$ cat src/sv/rbf_pkg.sv
package rbf_pkg;

  // Fixed field widths of the words on the ports
  localparam int unsigned OP_W       = 2;
  localparam int unsigned DATA_W     = 32;
  localparam int unsigned POS_W      = 4;
  localparam int unsigned OCC_FLD_W  = 5;
  localparam int unsigned CAP_W      = 5;

  // Defaults for the top-level parameters and the capacity after reset
  localparam int unsigned DEF_MAX_DEPTH    = 16;
  localparam int unsigned DEF_ELEMENT_BITS = 32;
  localparam int unsigned CAP_RESET        = 16;

  typedef enum logic [OP_W-1:0] {
    OP_PUSH = 2'd0,
    OP_POP  = 2'd1,
    OP_DUMP = 2'd2
  } op_e;

  typedef enum logic [1:0] {
    ST_IDLE,
    ST_LOAD,
    ST_HOLD
  } state_e;

  typedef struct packed {
    logic [OP_W-1:0]   operation;
    logic [DATA_W-1:0] data_in;
  } in_item_t;

  typedef struct packed {
    logic                 ok;
    logic [POS_W-1:0]     position;
    logic [DATA_W-1:0]    data_out;
    logic [OCC_FLD_W-1:0] occupancy;
    logic [OCC_FLD_W-1:0] free_slots;
    logic                 is_empty;
    logic                 is_full;
    logic                 last;
  } out_item_t;

  // Controller to datapath
  typedef struct packed {
    logic accept;     // input word taken this cycle
    logic load;       // load the result register
    logic dump_step;  // fetch the next dump element
  } cmd_t;

  // Datapath to controller
  typedef struct packed {
    logic res_last;   // result register holds the final word of the run
  } status_t;

endpackage

$ cat src/sv/rbf_ctrl.sv
module rbf_ctrl (
  input  logic            clk_i,
  input  logic            rst_ni,
  input  logic            in_valid_i,
  output logic            in_ready_o,
  output logic            out_valid_o,
  input  logic            out_ready_i,
  input  logic            cfg_valid_i,
  output logic            cfg_ready_o,
  output rbf_pkg::cmd_t   cmd_o,
  input  rbf_pkg::status_t status_i
);
  import rbf_pkg::*;

  state_e state_q, state_d;

  always_ff @(posedge clk_i or negedge rst_ni) begin
    if (!rst_ni) begin
      state_q <= ST_IDLE;
    end else begin
      state_q <= state_d;
    end
  end

  always_comb begin
    state_d     = state_q;
    in_ready_o  = 1'b0;
    out_valid_o = 1'b0;
    cfg_ready_o = 1'b0;
    cmd_o       = '0;
    case (state_q)
      ST_IDLE: begin
        // A capacity write goes first; the input word waits until no capacity write is pending
        in_ready_o  = !cfg_valid_i;
        cfg_ready_o = 1'b1;
        if (in_valid_i && !cfg_valid_i) begin
          cmd_o.accept = 1'b1;
          state_d      = ST_LOAD;
        end
      end
      ST_LOAD: begin
        cmd_o.load = 1'b1;
        state_d    = ST_HOLD;
      end
      ST_HOLD: begin
        out_valid_o = 1'b1;
        if (out_ready_i) begin
          if (status_i.res_last) begin
            state_d = ST_IDLE;
          end else begin
            cmd_o.dump_step = 1'b1;
            state_d         = ST_LOAD;
          end
        end
      end
      default: begin
        state_d = ST_IDLE;
      end
    endcase
  end

endmodule

$ cat src/sv/rbf_datapath.sv
module rbf_datapath #(
  parameter int unsigned MAX_DEPTH    = rbf_pkg::DEF_MAX_DEPTH,
  parameter int unsigned ELEMENT_BITS = rbf_pkg::DEF_ELEMENT_BITS
) (
  input  logic                     clk_i,
  input  logic                     rst_ni,
  input  rbf_pkg::in_item_t        in_data_i,
  input  logic                     cfg_we_i,
  input  logic [rbf_pkg::CAP_W-1:0] cfg_data_i,
  input  rbf_pkg::cmd_t            cmd_i,
  output rbf_pkg::status_t         status_o,
  output rbf_pkg::out_item_t       out_data_o
);
  import rbf_pkg::*;

  localparam int unsigned IDX_W = (MAX_DEPTH > 1) ? $clog2(MAX_DEPTH) : 1;
  localparam int unsigned OCC_W = $clog2(MAX_DEPTH + 1);
  localparam int unsigned CAP_RST_VAL = (MAX_DEPTH < CAP_RESET) ? MAX_DEPTH : CAP_RESET;
  localparam logic [OCC_W-1:0] CAP_RST = OCC_W'(CAP_RST_VAL);

  logic [ELEMENT_BITS-1:0] mem_q [MAX_DEPTH];
  logic [ELEMENT_BITS-1:0] rd_data_q;
  logic [IDX_W-1:0]        rd_addr;
  logic                    mem_we;

  logic [IDX_W-1:0] wr_q, wr_d, rd_q, rd_d, dump_idx_q, dump_idx_d;
  logic             empty_q, empty_d;
  logic [OCC_W-1:0] cap_q, cap_d, remain_q, remain_d, occ;

  logic             pend_ok_q, pend_ok_d;
  logic [IDX_W-1:0] pend_pos_q, pend_pos_d;
  logic             pend_data_q, pend_data_d;
  logic             dump_q, dump_d;
  out_item_t        res_q, res_d;

  logic             full;
  logic [IDX_W-1:0] rd_adv;

  function automatic logic [IDX_W-1:0] adv(input logic [IDX_W-1:0] idx,
                                           input logic [OCC_W-1:0] cap);
    logic [OCC_W-1:0] nxt;
    nxt = OCC_W'(idx) + OCC_W'(1);
    return (nxt >= cap) ? '0 : IDX_W'(nxt);
  endfunction

  // Occupancy from the pointers; equal pointers mean empty or full
  always_comb begin
    if (wr_q > rd_q) begin
      occ = OCC_W'(wr_q) - OCC_W'(rd_q);
    end else if (wr_q < rd_q) begin
      occ = cap_q + OCC_W'(wr_q) - OCC_W'(rd_q);
    end else begin
      occ = empty_q ? '0 : cap_q;
    end
  end

  assign full    = !empty_q && (wr_q == rd_q);
  assign rd_adv  = adv(rd_q, cap_q);
  assign rd_addr = cmd_i.dump_step ? dump_idx_q : rd_q;

  always_comb begin
    wr_d        = wr_q;
    rd_d        = rd_q;
    empty_d     = empty_q;
    cap_d       = cap_q;
    dump_idx_d  = dump_idx_q;
    remain_d    = remain_q;
    pend_ok_d   = pend_ok_q;
    pend_pos_d  = pend_pos_q;
    pend_data_d = pend_data_q;
    dump_d      = dump_q;
    res_d       = res_q;
    mem_we      = 1'b0;

    if (cfg_we_i) begin
      // Clamp capacity into 1..MAX_DEPTH and drop the contents
      if (cfg_data_i == '0) begin
        cap_d = OCC_W'(1);
      end else if (32'(cfg_data_i) > MAX_DEPTH) begin
        cap_d = OCC_W'(MAX_DEPTH);
      end else begin
        cap_d = OCC_W'(cfg_data_i);
      end
      wr_d    = '0;
      rd_d    = '0;
      empty_d = 1'b1;
    end else if (cmd_i.accept) begin
      pend_ok_d   = 1'b0;
      pend_pos_d  = '0;
      pend_data_d = 1'b0;
      dump_d      = 1'b0;
      case (op_e'(in_data_i.operation))
        OP_PUSH: begin
          if (!full) begin
            mem_we     = 1'b1;
            wr_d       = adv(wr_q, cap_q);
            empty_d    = 1'b0;
            pend_ok_d  = 1'b1;
            pend_pos_d = wr_q;
          end
        end
        OP_POP: begin
          if (!empty_q) begin
            rd_d        = rd_adv;
            empty_d     = (rd_adv == wr_q);
            pend_ok_d   = 1'b1;
            pend_data_d = 1'b1;
          end
        end
        OP_DUMP: begin
          if (!empty_q) begin
            pend_ok_d   = 1'b1;
            pend_data_d = 1'b1;
            dump_d      = 1'b1;
            dump_idx_d  = rd_adv;
            remain_d    = occ - OCC_W'(1);
          end
        end
        default: begin
        end
      endcase
    end else if (cmd_i.dump_step) begin
      dump_idx_d = adv(dump_idx_q, cap_q);
      remain_d   = remain_q - OCC_W'(1);
    end

    if (cmd_i.load) begin
      res_d.ok         = pend_ok_q;
      res_d.position   = POS_W'(pend_pos_q);
      res_d.data_out   = pend_data_q ? DATA_W'(rd_data_q) : '0;
      res_d.occupancy  = OCC_FLD_W'(occ);
      res_d.free_slots = OCC_FLD_W'(cap_q - occ);
      res_d.is_empty   = (occ == '0);
      res_d.is_full    = (occ == cap_q);
      res_d.last       = !dump_q || (remain_q == '0);
    end
  end

  always_ff @(posedge clk_i or negedge rst_ni) begin
    if (!rst_ni) begin
      wr_q    <= '0;
      rd_q    <= '0;
      empty_q <= 1'b1;
      cap_q   <= CAP_RST;
    end else begin
      wr_q    <= wr_d;
      rd_q    <= rd_d;
      empty_q <= empty_d;
      cap_q   <= cap_d;
    end
  end

  always_ff @(posedge clk_i) begin
    dump_idx_q  <= dump_idx_d;
    remain_q    <= remain_d;
    pend_ok_q   <= pend_ok_d;
    pend_pos_q  <= pend_pos_d;
    pend_data_q <= pend_data_d;
    dump_q      <= dump_d;
    res_q       <= res_d;
  end

  // Element store: one write port, one registered read port
  always_ff @(posedge clk_i) begin
    if (mem_we) begin
      mem_q[wr_q] <= ELEMENT_BITS'(in_data_i.data_in);
    end
    rd_data_q <= mem_q[rd_addr];
  end

  assign status_o.res_last = res_q.last;
  assign out_data_o        = res_q;

endmodule

$ cat src/sv/ring_buffer_fifo.sv
// Channel | Direction | Handshake                 | Word
// in      | input     | in_valid_i / in_ready_o   | in_item_t  (operation, data_in)
// out     | output    | out_valid_o / out_ready_i | out_item_t (ok .. last)
// cfg     | input     | cfg_valid_i / cfg_ready_o | capacity, 5 bits
//
// Flow: one word at a time. Push, pop, a failed operation or an unknown code
// is accepted in ST_IDLE, loads the result register in ST_LOAD and shows its
// result in ST_HOLD; it frees the input the cycle after the result is taken.
// A dump emits its words one at a time through the load/hold loop of the
// controller around the registered read port of the element store.
// Reset: asynchronous, active low; FIFO empty, capacity 16 (or MAX_DEPTH if
// smaller); the element store itself is not cleared.
// Stalls: out_ready_i low holds the result word; in_ready_o and cfg_ready_o
// stay low until the last word of the current run has been taken. While idle,
// a pending capacity write holds in_ready_o low for that cycle.
module ring_buffer_fifo #(
  parameter int unsigned MAX_DEPTH    = rbf_pkg::DEF_MAX_DEPTH,
  parameter int unsigned ELEMENT_BITS = rbf_pkg::DEF_ELEMENT_BITS
) (
  input  logic                      clk_i,
  input  logic                      rst_ni,
  input  logic                      in_valid_i,
  output logic                      in_ready_o,
  input  rbf_pkg::in_item_t         in_data_i,
  output logic                      out_valid_o,
  input  logic                      out_ready_i,
  output rbf_pkg::out_item_t        out_data_o,
  input  logic                      cfg_valid_i,
  output logic                      cfg_ready_o,
  input  logic [rbf_pkg::CAP_W-1:0] cfg_data_i
);
  import rbf_pkg::*;

  cmd_t    cmd;
  status_t status;
  logic    cfg_we;

  // Capacity writes land only while idle; they also empty the FIFO
  assign cfg_we = cfg_valid_i && cfg_ready_o;

  // Sequence each word: accept, load the result register, hold until taken
  rbf_ctrl u_ctrl (
    .clk_i       (clk_i),
    .rst_ni      (rst_ni),
    .in_valid_i  (in_valid_i),
    .in_ready_o  (in_ready_o),
    .out_valid_o (out_valid_o),
    .out_ready_i (out_ready_i),
    .cfg_valid_i (cfg_valid_i),
    .cfg_ready_o (cfg_ready_o),
    .cmd_o       (cmd),
    .status_i    (status)
  );

  // Pointers, empty flag, capacity, element store and result register
  rbf_datapath #(
    .MAX_DEPTH    (MAX_DEPTH),
    .ELEMENT_BITS (ELEMENT_BITS)
  ) u_datapath (
    .clk_i      (clk_i),
    .rst_ni     (rst_ni),
    .in_data_i  (in_data_i),
    .cfg_we_i   (cfg_we),
    .cfg_data_i (cfg_data_i),
    .cmd_i      (cmd),
    .status_o   (status),
    .out_data_o (out_data_o)
  );

endmodule

$ cat config.mk
export PLATFORM = sky130hd
export DESIGN_NAME = ring_buffer_fifo
export DESIGN_NICKNAME = d
export VERILOG_FILES = /design/src/sv/rbf_pkg.sv /design/src/sv/rbf_ctrl.sv /design/src/sv/rbf_datapath.sv /design/src/sv/ring_buffer_fifo.sv
export SDC_FILE = /design/constraint.sdc
export NUM_CORES = 1
export LEC_CHECK = 0
export BUFFER_PORTS_ARGS = -buffer_cell sky130_fd_sc_hd__buf_2
export CAP_MARGIN = 30
export CORE_MARGIN = 1.5
export CORE_UTILIZATION = 46
export CTS_CLUSTER_DIAMETER = 100
export CTS_CLUSTER_SIZE = 20
export DETAILED_ROUTE_END_ITERATION = 10
export PLACE_DENSITY = 0.73
export SYNTH_ARGS = -nofsm -noshare
export SYNTH_HDL_FRONTEND = slang
export SYNTH_SLANG_ARGS = --single-unit
$ cat constraint.sdc
create_clock -name clk_i -period 11.14 [get_ports clk_i]
set_input_delay 0.557 -clock clk_i [delete_from_list [all_inputs] [get_ports clk_i]]
set_output_delay 0.557 -clock clk_i [all_outputs]
set_load 0.05 [all_outputs]
## After elaboration in Yosys (flattened, before gate mapping)

Memories as Yosys holds them, arrays and structs flattened. A register that Yosys moved wholly into a read port is not among the register bits.
Cells that the tools add are included.

- Register bits: 82
- RAM bits: 512
- Output and inout bits: 53
- Logic and storage cells: 126
- Memories kept: 1

- Add/subtract/negate cells: 9
- Magnitude comparators: 6
- Equal/unequal tests: 14
- Multiplexer cells: 50
- Bitwise gates (word level): 2
- Reduce and logical (&&, ||, !) cells: 25

Memory list:

| memory | words | bits a word | read ports | clocked after memory_dff | write ports | line | text |
|---|---|---|---|---|---|---|---|
| u_datapath.mem_q | 16 | 32 | 1 | 1 | 1 | rbf_datapath.sv:21 | `logic [ELEMENT_BITS-1:0] mem_q [MAX_DEPTH];` |

Operators by type and width:

| kind | number |
|---|---|
| $mux W4 | 15 |
| $mux W5 | 9 |
| $mux W1 | 21 |
| $add A4 B1 Y5 const B | 3 |
| $ge A5 B5 Y1 | 3 |
| $logic_not A5 Y1 | 3 |
| $sub A5 B1 Y5 const B | 2 |
| $reduce_and A3 Y1 | 3 |
| $eq A4 B4 Y1 | 2 |
| $ne A2 B2 Y1 const B | 4 |
| $reduce_bool A2 Y1 | 4 |
| $pmux W2 S3 | 1 |
| $add A5 B4 Y5 | 1 |
| $eq A5 B5 Y1 | 1 |
| $gt A5 B5 Y1 const B | 1 |
| $sub A4 B4 Y5 | 1 |
| $sub A5 B4 Y5 | 1 |
| $sub A5 B5 Y5 | 1 |
| $eq A2 B1 Y1 const B | 2 |
| $eq A2 B2 Y1 const B | 2 |
| $gt A4 B4 Y1 | 1 |
| $logic_not A2 Y1 | 2 |
| $lt A4 B4 Y1 | 1 |
| $mux W2 | 2 |
| other kinds (11) | 20 |

## Longest topological paths before layout

- Depth in word-level cells: 8
- Gate-level depth with buffers: 14
- Gate-level depth less buffers: 14

## Hierarchy

From an unflattened synthesis, not the netlist that was laid out.

- Cells, all modules: 1,315
- Area total of the unflattened synthesis: 24,805.0 µm²

Modules (own cells, without submodules):

| module | times used | cells each | area an instance (µm²) | seq. area each (µm²) |
|---|---|---|---|---|
| rbf_datapath | 1 | 1,302 | 24,671.2 | 18,350.1 |
| rbf_ctrl | 1 | 12 | 127.6 | 50.0 |
| ring_buffer_fifo | 1 | 1 | 6.3 | 0.0 |

## Worst setup path before layout

No wires, ideal clock.

- Kind: input to register
- Start point: input cfg_valid_i
- End point: memory u_datapath.mem_q[0][0] (netlist bit), enable pin
- Arrival: 4,794 ps
- Required time: 10,679 ps
- Path slack: 5,885 ps
- Cell stages on the path: 5
- Path buffers: 0
- Cells stage by stage: nor3_1 > nand2_1 > nor2_1 > nand2_1 > nor3_1

- Longest elaborated chain between the ends: 8
- Elaborated cells between the ends (all ways): 9

RTL lines:

| item | line | text |
|---|---|---|
| start, declared | ring_buffer_fifo.sv:28 | `input logic cfg_valid_i,` |
| $logic_not A1 Y1 | rbf_ctrl.sv:36 | `if (in_valid_i && !cfg_valid_i) begin` |
| $logic_and A1 B1 Y1 | rbf_ctrl.sv:36 |  |
| $mux W1 | rbf_ctrl.sv:36 |  |
| $mux W1 | rbf_ctrl.sv:31 | `case (state_q)` |
| $mux W1 | rbf_datapath.sv:87 | `end else if (cmd_i.accept) begin` |
| $mux W1 * | rbf_datapath.sv:75 | `if (cfg_we_i) begin` |
| $mux W1 * | rbf_datapath.sv:165 | `if (mem_we) begin` |
| $mux W1 (implied by the code) * | rbf_datapath.sv:166 | `mem_q[wr_q] <= ELEMENT_BITS'(in_data_i.data_in);` |
| end, declared | rbf_datapath.sv:21 |  |

Mark *: on every way between the ends. The rest lies on a longest branch, timed or not.

## Final worst setup path

- Start point: register u_ctrl.state_q[0]
- End point: register u_datapath.rd_data_q[30], read port of u_datapath.mem_q

- Longest elaborated chain between the ends: 3

RTL lines:

| item | line | text |
|---|---|---|
| start, declared | rbf_ctrl.sv:15 | `state_e state_q, state_d;` |
| start signal, assigned | rbf_ctrl.sv:21 | `state_q <= state_d;` |
| $eq A2 B2 Y1 | rbf_ctrl.sv:31 |  |
| $mux W1 | rbf_ctrl.sv:31 |  |
| $mux W4 | rbf_datapath.sv:59 | `assign rd_addr = cmd_i.dump_step ? dump_idx_q : rd_q;` |
| end, declared | rbf_datapath.sv:22 | `logic [ELEMENT_BITS-1:0] rd_data_q;` |

Every way passes these cells.
A chain may end at the register's enable or synchronous reset.

==> results.md <==
* Setup tns final at 0 ns
* Worst-Skew Late Latency at 0.59 ns
* CP startpoint: u_ctrl.state_q[0]
* Critical path arrival at 4.40 ns
* Remaining global-route overflow at 0
* Total track usage at 19.04%
* Crit-path max cell delay at 0.72 ns
* Period utilisation layout at 35.18%
* Sequential area share after synthesis at 74.40%
* Area of placed instances at 26110 um2
* Mapped cell area at 24730 um2
* CP startpoint kind: flop
* Design Area, Final at 27220 um2
* P_leak at 9.418 nW
* Post-synth ARST share at 2.556%
* Hold-fix buffers, CTS at 1
* Clock buffer depth at 3
* Routed WL at 52.31 mm
* CTS clk-pin slew, worst paths at 0.09 ns
* Postcts setup bufs at 0
* R2R Path Start: u_ctrl.state_q[0]
* EDFF count, synth at 578
* Pin count of the biggest net entering global routing at 147
* Slew @ Worst Pin at 0.9801 ns
* Chip width at 234.9 um
* Tmin final at 3.919 ns
* Crit path max-delay cell type: and4bb_1
* Total number of vias at 13183
* Primary FF master, synth: edfxtp_1
* Fin. max-slew vios at 0
* Syn. warnings at 0
* ANT nets after route at 0
* Final number of setup-violating endpoints at 0
* Post-synthesis cell type count at 62
* Worst hold slack at 0.2239 ns
* CP Capture Type: flop
* Outcome: completed
* Full die area at 55170 um2
* Unrepaired setup endpoints after global routing: no
* GPL Wtd Cong at 0.8154
* PostCTS Resize Cnt at 0
* CTS sink cnt at 626
* CP max FO at 146
* Worst setup skew after layout at 0.02532 ns
* Mapped Avg Cell Area at 16.60 um2
* Slew headroom at 34.66%
* H-tree depth at 2
* Num rows at 84
* Share of cells above drive strength 1 at 16.91%
* CTS tree: built
* Hold_sp: cfg_data_i[4]
* CP Cell Sequence: and4bb_1 -> mux2i_4 -> buf_4 -> buf_12 -> mux4_2 -> and3_1 -> a21oi_1 -> o21ai_0
* Peak Freq at 255.2 MHz
* Root Buffer: clkbuf_16
* IO Port Bufs at 96
* Core Footprint at 52870 um2
* Max-cap violations at 0
* P&R area growth vs syn at 10.06%
* ANT cells at 0
* DRC at 0
* Fin nets at 1675
* Initial antenna violation count at 2
* Syn nets at 1578
* Crit Path Class: reg2reg
* Detail Placement HPWL at 29.56 mm
* First-pass GRT wire length at 79.56 mm
* Detailed-route wire length per cell at 22.72 um
* Number of vias per cell at 5.727
* Initial core utilization at 46.78%
* Number of global-route vias before repair at 13189
* Synth Instances at 1490
* Die Height at 234.9 um
* I/O pin count at 97
* Final hold vios at 0
* First-pass iteration count of the detailed router at 5
* WP data required at 11.62 ns
* Final core utilization at 51.49%
* 1st-iter DRT viols at 1234
* Peak supply drop at 0.1226 mV
* Worst hold path type: in2reg
* Flops & latches, synth at 626
* PwrDens at 177.3 nW/um2
* CTS Buf Count at 37
kinds of logic after synthesis:
kind of cell / Yosys count / share of synthesized area (%)
fa+ha+maj: 44 / 2.408
mux: 112 / 8.195
simple gates: 450 / 8.256
buf+inv: 106 / 2.064
flops: 626 / 74.40
compound gates: 135 / 4.078
xor+xnor: 17 / 0.6020
routing by layer:
layer | share of wire [%] | vias up | global-route usage, %
met4 | 2.3 | 2 | 5.136
met1 | 43 | 6796 | 26.35
met5 | 0.025 | - | 0
li1 | - | 5907 | -
met2 | 49 | 407 | 31.22
met3 | 6.1 | 71 | 3.466
synth_stat cells (all sizes together) (2+ instances only):
cell | instances | area [um2]
o22ai | 4 | 25.02
xor2 | 5 | 43.79
nor2 | 39 | 146.4
buf | 37 | 251.5
a32oi | 29 | 254.0
o31a | 2 | 17.52
a22o | 2 | 17.52
inv | 38 | 142.6
a22oi | 30 | 225.2
fa | 6 | 120.1
or2 | 3 | 18.77
nand3 | 66 | 330.3
nor2b | 5 | 31.28
a221o | 3 | 30.03
nor4 | 3 | 18.77
clkbuf | 31 | 116.4
and2 | 35 | 219.0
xnor2 | 12 | 105.1
nand4 | 31 | 193.9
a211o | 2 | 17.52
nand2 | 235 | 882.1
mux2i | 37 | 386.6
dfrtp | 14 | 350.3
ha | 38 | 475.5
and3 | 8 | 50.05
a2111oi | 3 | 26.28
nand2b | 10 | 62.56
o31ai | 3 | 22.52
nor3 | 12 | 60.06
mux4 | 70 | 1584
a211oi | 2 | 15.01
mux2 | 5 | 56.30
a21oi | 14 | 70.07
o21ai | 14 | 70.06
dfxtp | 32 | 640.6
edfxtp | 578 | 17360
a21o | 14 | 105.1
o21a | 3 | 22.52
dfstp | 2 | 52.55
cells in the final DEF, fill, tap and decap left out, types with 21 or more instances in the layout:
cell       synthesis  layout
nand4_1           31      31
nand2_1          235     235
a22oi_1           30      30
clkbuf_16          0      38
buf_2             23      96
mux4_2            68      68
and2_1            34      34
mux2i_1           35      35
edfxtp_1         578     578
a32oi_1           29      29
ha_1              38      38
dfxtp_1           32      32
buf_4              9      27
inv_1             37      37
nor2_1            39      21
clkbuf_1          31      25
nand3_1           66      66
layout make-up:
type / instances / area, um2
inverter: 38 / 142.6
sequential: 626 / 18400
timing repair buffer: 126 / 740.7
multi-input combinational: 758 / 5978
fill: 4215 / 25650
tap: 688 / 860.8
clock buffer: 63 / 1045
clock inverter: 3 / 52.55
stage by stage:
| stage | total power, mW | instances | setup WS, ns |
|---|---|---|---|
| 2_1_floorplan | 3.297 | 1490 | 5.885 |
| 3_3_place_gp | 3.486 | 2234 | 7.088 |
| 3_5_place_dp | 3.502 | 2235 | 7.048 |
| 4_1_cts | 4.865 | 2302 | 7.213 |
| 5_1_grt | 5.020 | 2302 | 6.979 |
| 6_report | 4.826 | 2302 | 7.221 |
state kept, by name, indices dropped and copies added (netlist names):
register                count
u_datapath.rd_q             4
u_datapath.status_o         1
u_datapath.rd_data_q       32
u_datapath.dump_idx_q       4
u_datapath.pend_data_q      1
u_datapath.out_data_o      49
u_datapath.mem_q          512
u_datapath.empty_q          1
u_datapath.pend_ok_q        1
u_ctrl.state_q              2
u_datapath.cap_q            5
u_datapath.dump_q           1
u_datapath.remain_q         5
u_datapath.pend_pos_q       4
u_datapath.wr_q             4
critical path: cells and delay by family, from the launching register on:
kind	cells	cell delay, ns
buf+inv	2	1.11
simple gates	2	0.91
mux	2	0.91
flops	1	0.43
compound gates	2	0.21
power by group:
group	leakage, nW	switching (mW)	internal, mW	total, mW
Combinational	3.20	0.486	0.233	0.719
Sequential	5.70	0.0453	2.68	2.72
Clock	0.521	0.731	0.652	1.38
path summary, 6_finish.rpt:
check / to / slack [ns] / depth (start not counted)
max in group asynchronous: u_datapath.cap_q[4] / 10.35 / 2
min in group asynchronous: u_ctrl.state_q[0] / 0.44 / 2
hold reg to reg: u_datapath.out_data_o[47] / 0.43 / 0
setup reg to reg: u_datapath.rd_data_q[30] / 7.22 / 8
hold / removal: u_datapath.cap_q[0] / 0.22 / 2
setup / recovery: u_datapath.rd_data_q[30] / 7.22 / 8
Note: power is estimated with default switching activity, not from simulation.
